==> src/sv/cki_ram.sv <==
`default_nettype none

module cki_ram #(
   parameter int WIDTH = 8,
   parameter int DEPTH = 16,
   localparam int AW = (DEPTH > 1) ? $clog2(DEPTH) : 1
) (
   input  wire logic             clock,
   input  wire logic             wr_en,
   input  wire logic [AW-1:0]    wr_addr,
   input  wire logic [WIDTH-1:0] wr_data,
   input  wire logic             rd_en,
   input  wire logic [AW-1:0]    rd_addr,
   output logic      [WIDTH-1:0] rd_data
);

   logic [WIDTH-1:0] mem_ff [DEPTH];

   always_ff @(posedge clock) begin
      if (wr_en) begin
         mem_ff[wr_addr] <= wr_data;
      end
      if (rd_en) begin
         rd_data <= mem_ff[rd_addr];
      end
   end

endmodule

`default_nettype wire

==> config.mk <==
export PLATFORM = sky130hd
export DESIGN_NAME = cki_ram
export DESIGN_NICKNAME = d
export VERILOG_FILES = /design/src/sv/cki_ram.sv
export SDC_FILE = /design/constraint.sdc
export NUM_CORES = 1
export LEC_CHECK = 0
export BUFFER_PORTS_ARGS = -buffer_cell sky130_fd_sc_hd__clkbuf_2
export CAP_MARGIN = 40
export CORE_ASPECT_RATIO = 1.2
export CORE_MARGIN = 1
export CORE_UTILIZATION = 64
export DETAILED_ROUTE_END_ITERATION = 8
export PLACE_DENSITY = 0.82
export SYNTH_ARGS = -nofsm -noshare
export SYNTH_HDL_FRONTEND = slang
export SYNTH_SLANG_ARGS = --single-unit
==> constraint.sdc <==
create_clock -name clock -period 2.59 [get_ports clock]
set_input_delay 0.259 -clock clock [delete_from_list [all_inputs] [get_ports clock]]
set_output_delay 0.259 -clock clock [all_outputs]
set_load 0.1 [all_outputs]
---- Word level (Yosys, flattened, before mapping) ----
Memories as Yosys holds them, arrays and structs flattened. A register that Yosys moved wholly into a read port is not among the register bits.
Index checks and enable logic that the tools add are counted.
storage, ports and cells
  bits in registers ....................... 0
  memory bits (writable) .................. 128
  input port bits ......................... 19
  output and inout port bits .............. 8
  logic and storage cells ................. 3
  memories kept ........................... 1
memory list
  name    depth  width  read ports  clocked after memory_dff  wr ports  RTL line  RTL
  mem_ff  16     8      1           1                         1         17        logic [WIDTH-1:0] mem_ff [DEPTH];
operators by class
  multiplexer cells ....................... 2
operator list
  cell               number
  two-way mux 1 bit  2

---- Longest topological paths before layout ----
  word-level depth ........................ 2
  mapped depth ............................ 5
  mapped depth without buffers ............ 3

---- Worst setup path after synthesis ----
OpenSTA, ideal clock, no wires.
  path kind ............................... input to register
  start ................................... input wr_addr[2]
  end ..................................... memory mem_ff[0][0], enable pin
  data arrival time ....................... 1.369 ns
  data required time ...................... 2.207 ns
  setup slack ............................. 0.838 ns
  stages on the path ...................... 2
  cell sequence ........................... or3b_2 -> nor3_1
RTL lines
  item         RTL line  RTL
  from (decl)  10        input wire logic [AW-1:0] wr_addr,
  to (decl)    17
No word-level cell before the write port.

---- Worst setup path after layout ----
  start ................................... register rd_data[1], read port of mem_ff
  end ..................................... output rd_data[1]
RTL lines
  item         RTL line  RTL
  from (decl)  14        output logic [WIDTH-1:0] rd_data
No word-level cell between the ends.

==> out/results.tsv <==
metric	value	unit
actual slew at the worst max-slew pin	0.833	ns
ranking of synthesized cells by area	edfxtp_1 (78%), mux4_2 (7.8%), mux4_1 (7.0%)	
vias in the first global route	2535	
final-report hold violation count	0	
fmax	0.632	GHz
CP Launch Point	rd_data[1]	
synthesized area per cell	22.8	sq um
area grow syn2layout	16.3	%
Initial DRT Pass Iterations	7	
sequential share of the synthesized area	0.781	
largest net degree at the start of global routing	33	
share of cells above drive strength 1	0.303	
critical path class	flip-flop to output pin	
Storage cell area	4080	sq um
DR WL met2	4.80	mm
power density over cell area	821	nW/um^2
PostCTS Resize Cnt	0	
failing checks	DRC	
routed length per instance	24.9	microns
post-route ant nets	0	
combinational share of power	0.059	
Pleak	0.00207	uW
Min Clock Period, post-route	1.58	ns
Num CTS Buffers	17	
crit path DAT	1.32	ns
Top Ports	27	
setup ws final	1.01	ns
delay of the slowest critical-path stage	0.46	ns
Tot GR Track Use	0.259	
CTS tree	yes	
GPL Wtd Cong	0.766	
CP Depth	1	
cts hold-fix bufs	0	
most area-hungry cell type in the Yosys netlist	edfxtp_1	
max_cap viols	0	
Final Max Slew Viols	0	
status	complete, but fails checks	
Final period util	0.611	
Filler cells	399	
initial DRC count	272	
# nets final	300	
Synth Warn #	0	
aggregate routed wire length	9.61	mm
initial antenna violation count	0	
CP required	2.33	ns
area occupied by multi-input gates	1060	sq um
pre-CTS setup slack	0.705	ns
#FFs+latches synth	136	
Top delay family on crit path	buffers and inverters	
via-per-instance ratio	6.61	
r2r endpoint	rd_data[5]	
core area	7790	sq um
clk_skew	0.00495	ns
# diodes	0	
Starting Density	0.671	
PortBufs	26	
Die ar.	8530	sq um
first-pass GRT wire length	14.6	mm
unrepaired setup endpoints after global routing	no	
Root Buffer	clkbuf_8	
highest metal used	met4	
Worst setup SP type	flip-flop	
Worst Reg-to-Reg Cells	3	
setup violators final	0	
total number of vias	2551	
CP max stage cell	clkbuf_2	
worst-path cell chain	clkbuf_2	
Post-Syn Instances	229	
Sw Share	0.213	
H-tree Lvls	4	
slew margin rel.	0.442	
clock-pin slew on the worst setup and hold paths	0.06	ns
Crit. End Element	output pin	
Max VDD drop	0.643	mV
Post-CTS Setup Bufs	0	
synth unique cells	18	
Clock Sinks	136	
floorplan row count	35	
internal power	3930	uW
Post-Layout Cell Count	386	
post-synth net total	248	
Die Wd	84.5	microns
min-delay worst type	input port to flip-flop	
Synth Cell Area	5230	sq um
WL met1	3.87	mm
worst r2r src	mem_ff[1][5]	
die height	101	microns
Routed met3 length	755	microns
maximum fanout along the worst path	1	
Max Root-Sink Buffers	2	
later-pin clock latency in the skew report	0.52	ns
Register-to-Register Setup Slack	1.05	ns
Overflow after GRT	0	
Sw Pwr	1060	uW
top cell type's share of synthesized area	0.781	
setup tns final	0	ns
Placed Cells	354	
WHS	0.136	ns
HPWL Detailed	5.89	mm
CP endpoint	rd_data[1]	
Clock Power Share	0.441	
# DRC	3	
Critical path buffers and inverters	1	
Flop pwr share	0.500	
[routing by layer]
layer / GRT usage / vias up
li1: - / 1094
met4: 0.128 / 0
met1: 0.348 / 1296
met2: 0.394 / 141
met5: 0 / -
met3: 0.0827 / 20
[per-stage QoR]
| step | cell area (sq um) | total power, uW | utilization |
|---|---|---|---|
| detailed placement | 5530 | 2830 | 0.709 |
| finish | 6080 | 4990 | 0.780 |
| global route | 6080 | 5140 | 0.780 |
| CTS | 6080 | 5020 | 0.780 |
| global placement | 5530 | 2820 | 0.709 |
| floorplan | 5230 | 2740 | - |
[cell usage after synthesis]
library cell,number
mux4_2,18
and2_1,1
nor2_1,13
and2b_1,1
edfxtp_1,136
buf_4,1
buf_2,3
nand3b_1,2
nand2_1,9
a22oi_1,16
nand2b_1,2
or3b_2,1
nor3_1,4
clkdlybuf4s25_2,3
mux4_1,14
nand3_1,1
buf_6,3
nor2b_1,1
[worst min path at each step]
stage,start,to,slack [ns],depth (start not counted)
3_5_place_dp,rd_en,rd_data[7],0.66,1
3_3_place_gp,wr_data[2],mem_ff[4][2],0.65,1
2_1_floorplan,wr_data[0],mem_ff[0][0],0.36,0
6_report,rd_en,rd_data[4],0.14,1
5_1_grt,rd_en,rd_data[4],0.11,1
4_1_cts,rd_en,rd_data[2],0.12,1
[sequential cells by signal (all words and copies together), names as in the netlist]
| signal | cells |
|---|---|
| rd_data | 8 |
| mem_ff | 128 |
[cell type report]
cell class | instances | area share
multi-input cells | 83 | 0.174
well taps | 92 | 0.0189
clock inverters | 14 | 0.0218
flip-flops and latches | 136 | 0.672
repair buffers | 43 | 0.0445
clock buffers | 18 | 0.0688
[power groups by stage]
stage / Combinational [uW] / Sequential [uW] / Clock (uW)
6_report: 295 / 2490 / 2200
5_1_grt: 315 / 2500 / 2320
4_1_cts: 297 / 2490 / 2230
3_5_place_dp: 296 / 2540 / 0
3_3_place_gp: 289 / 2540 / 0
2_1_floorplan: 125 / 2610 / 0
[logic make-up (layout without fill, tap and decap cells)]
group	Yosys count	in the layout	synth area share
AOI/OAI and AO/OA	16	16	0.0230
buffers and inverters	10	75	0.0165
DFF	136	136	0.781
muxes	32	32	0.148
and+or+nand+nor	35	35	0.0314
[cells in the final DEF (no fill, tap or decap), drive strengths merged]
cell type	n
buf	17
nor3	4
clkinvlp	4
clkinv	7
nand2b	2
or3b	1
a22oi	16
mux4	32
nor2b	1
nand2	9
edfxtp	136
clkbuf	44
bufinv	2
and2	1
nand3	1
nor2	13
and2b	1
nand3b	2
inv	1
Power figures use the tool's default switching activity.
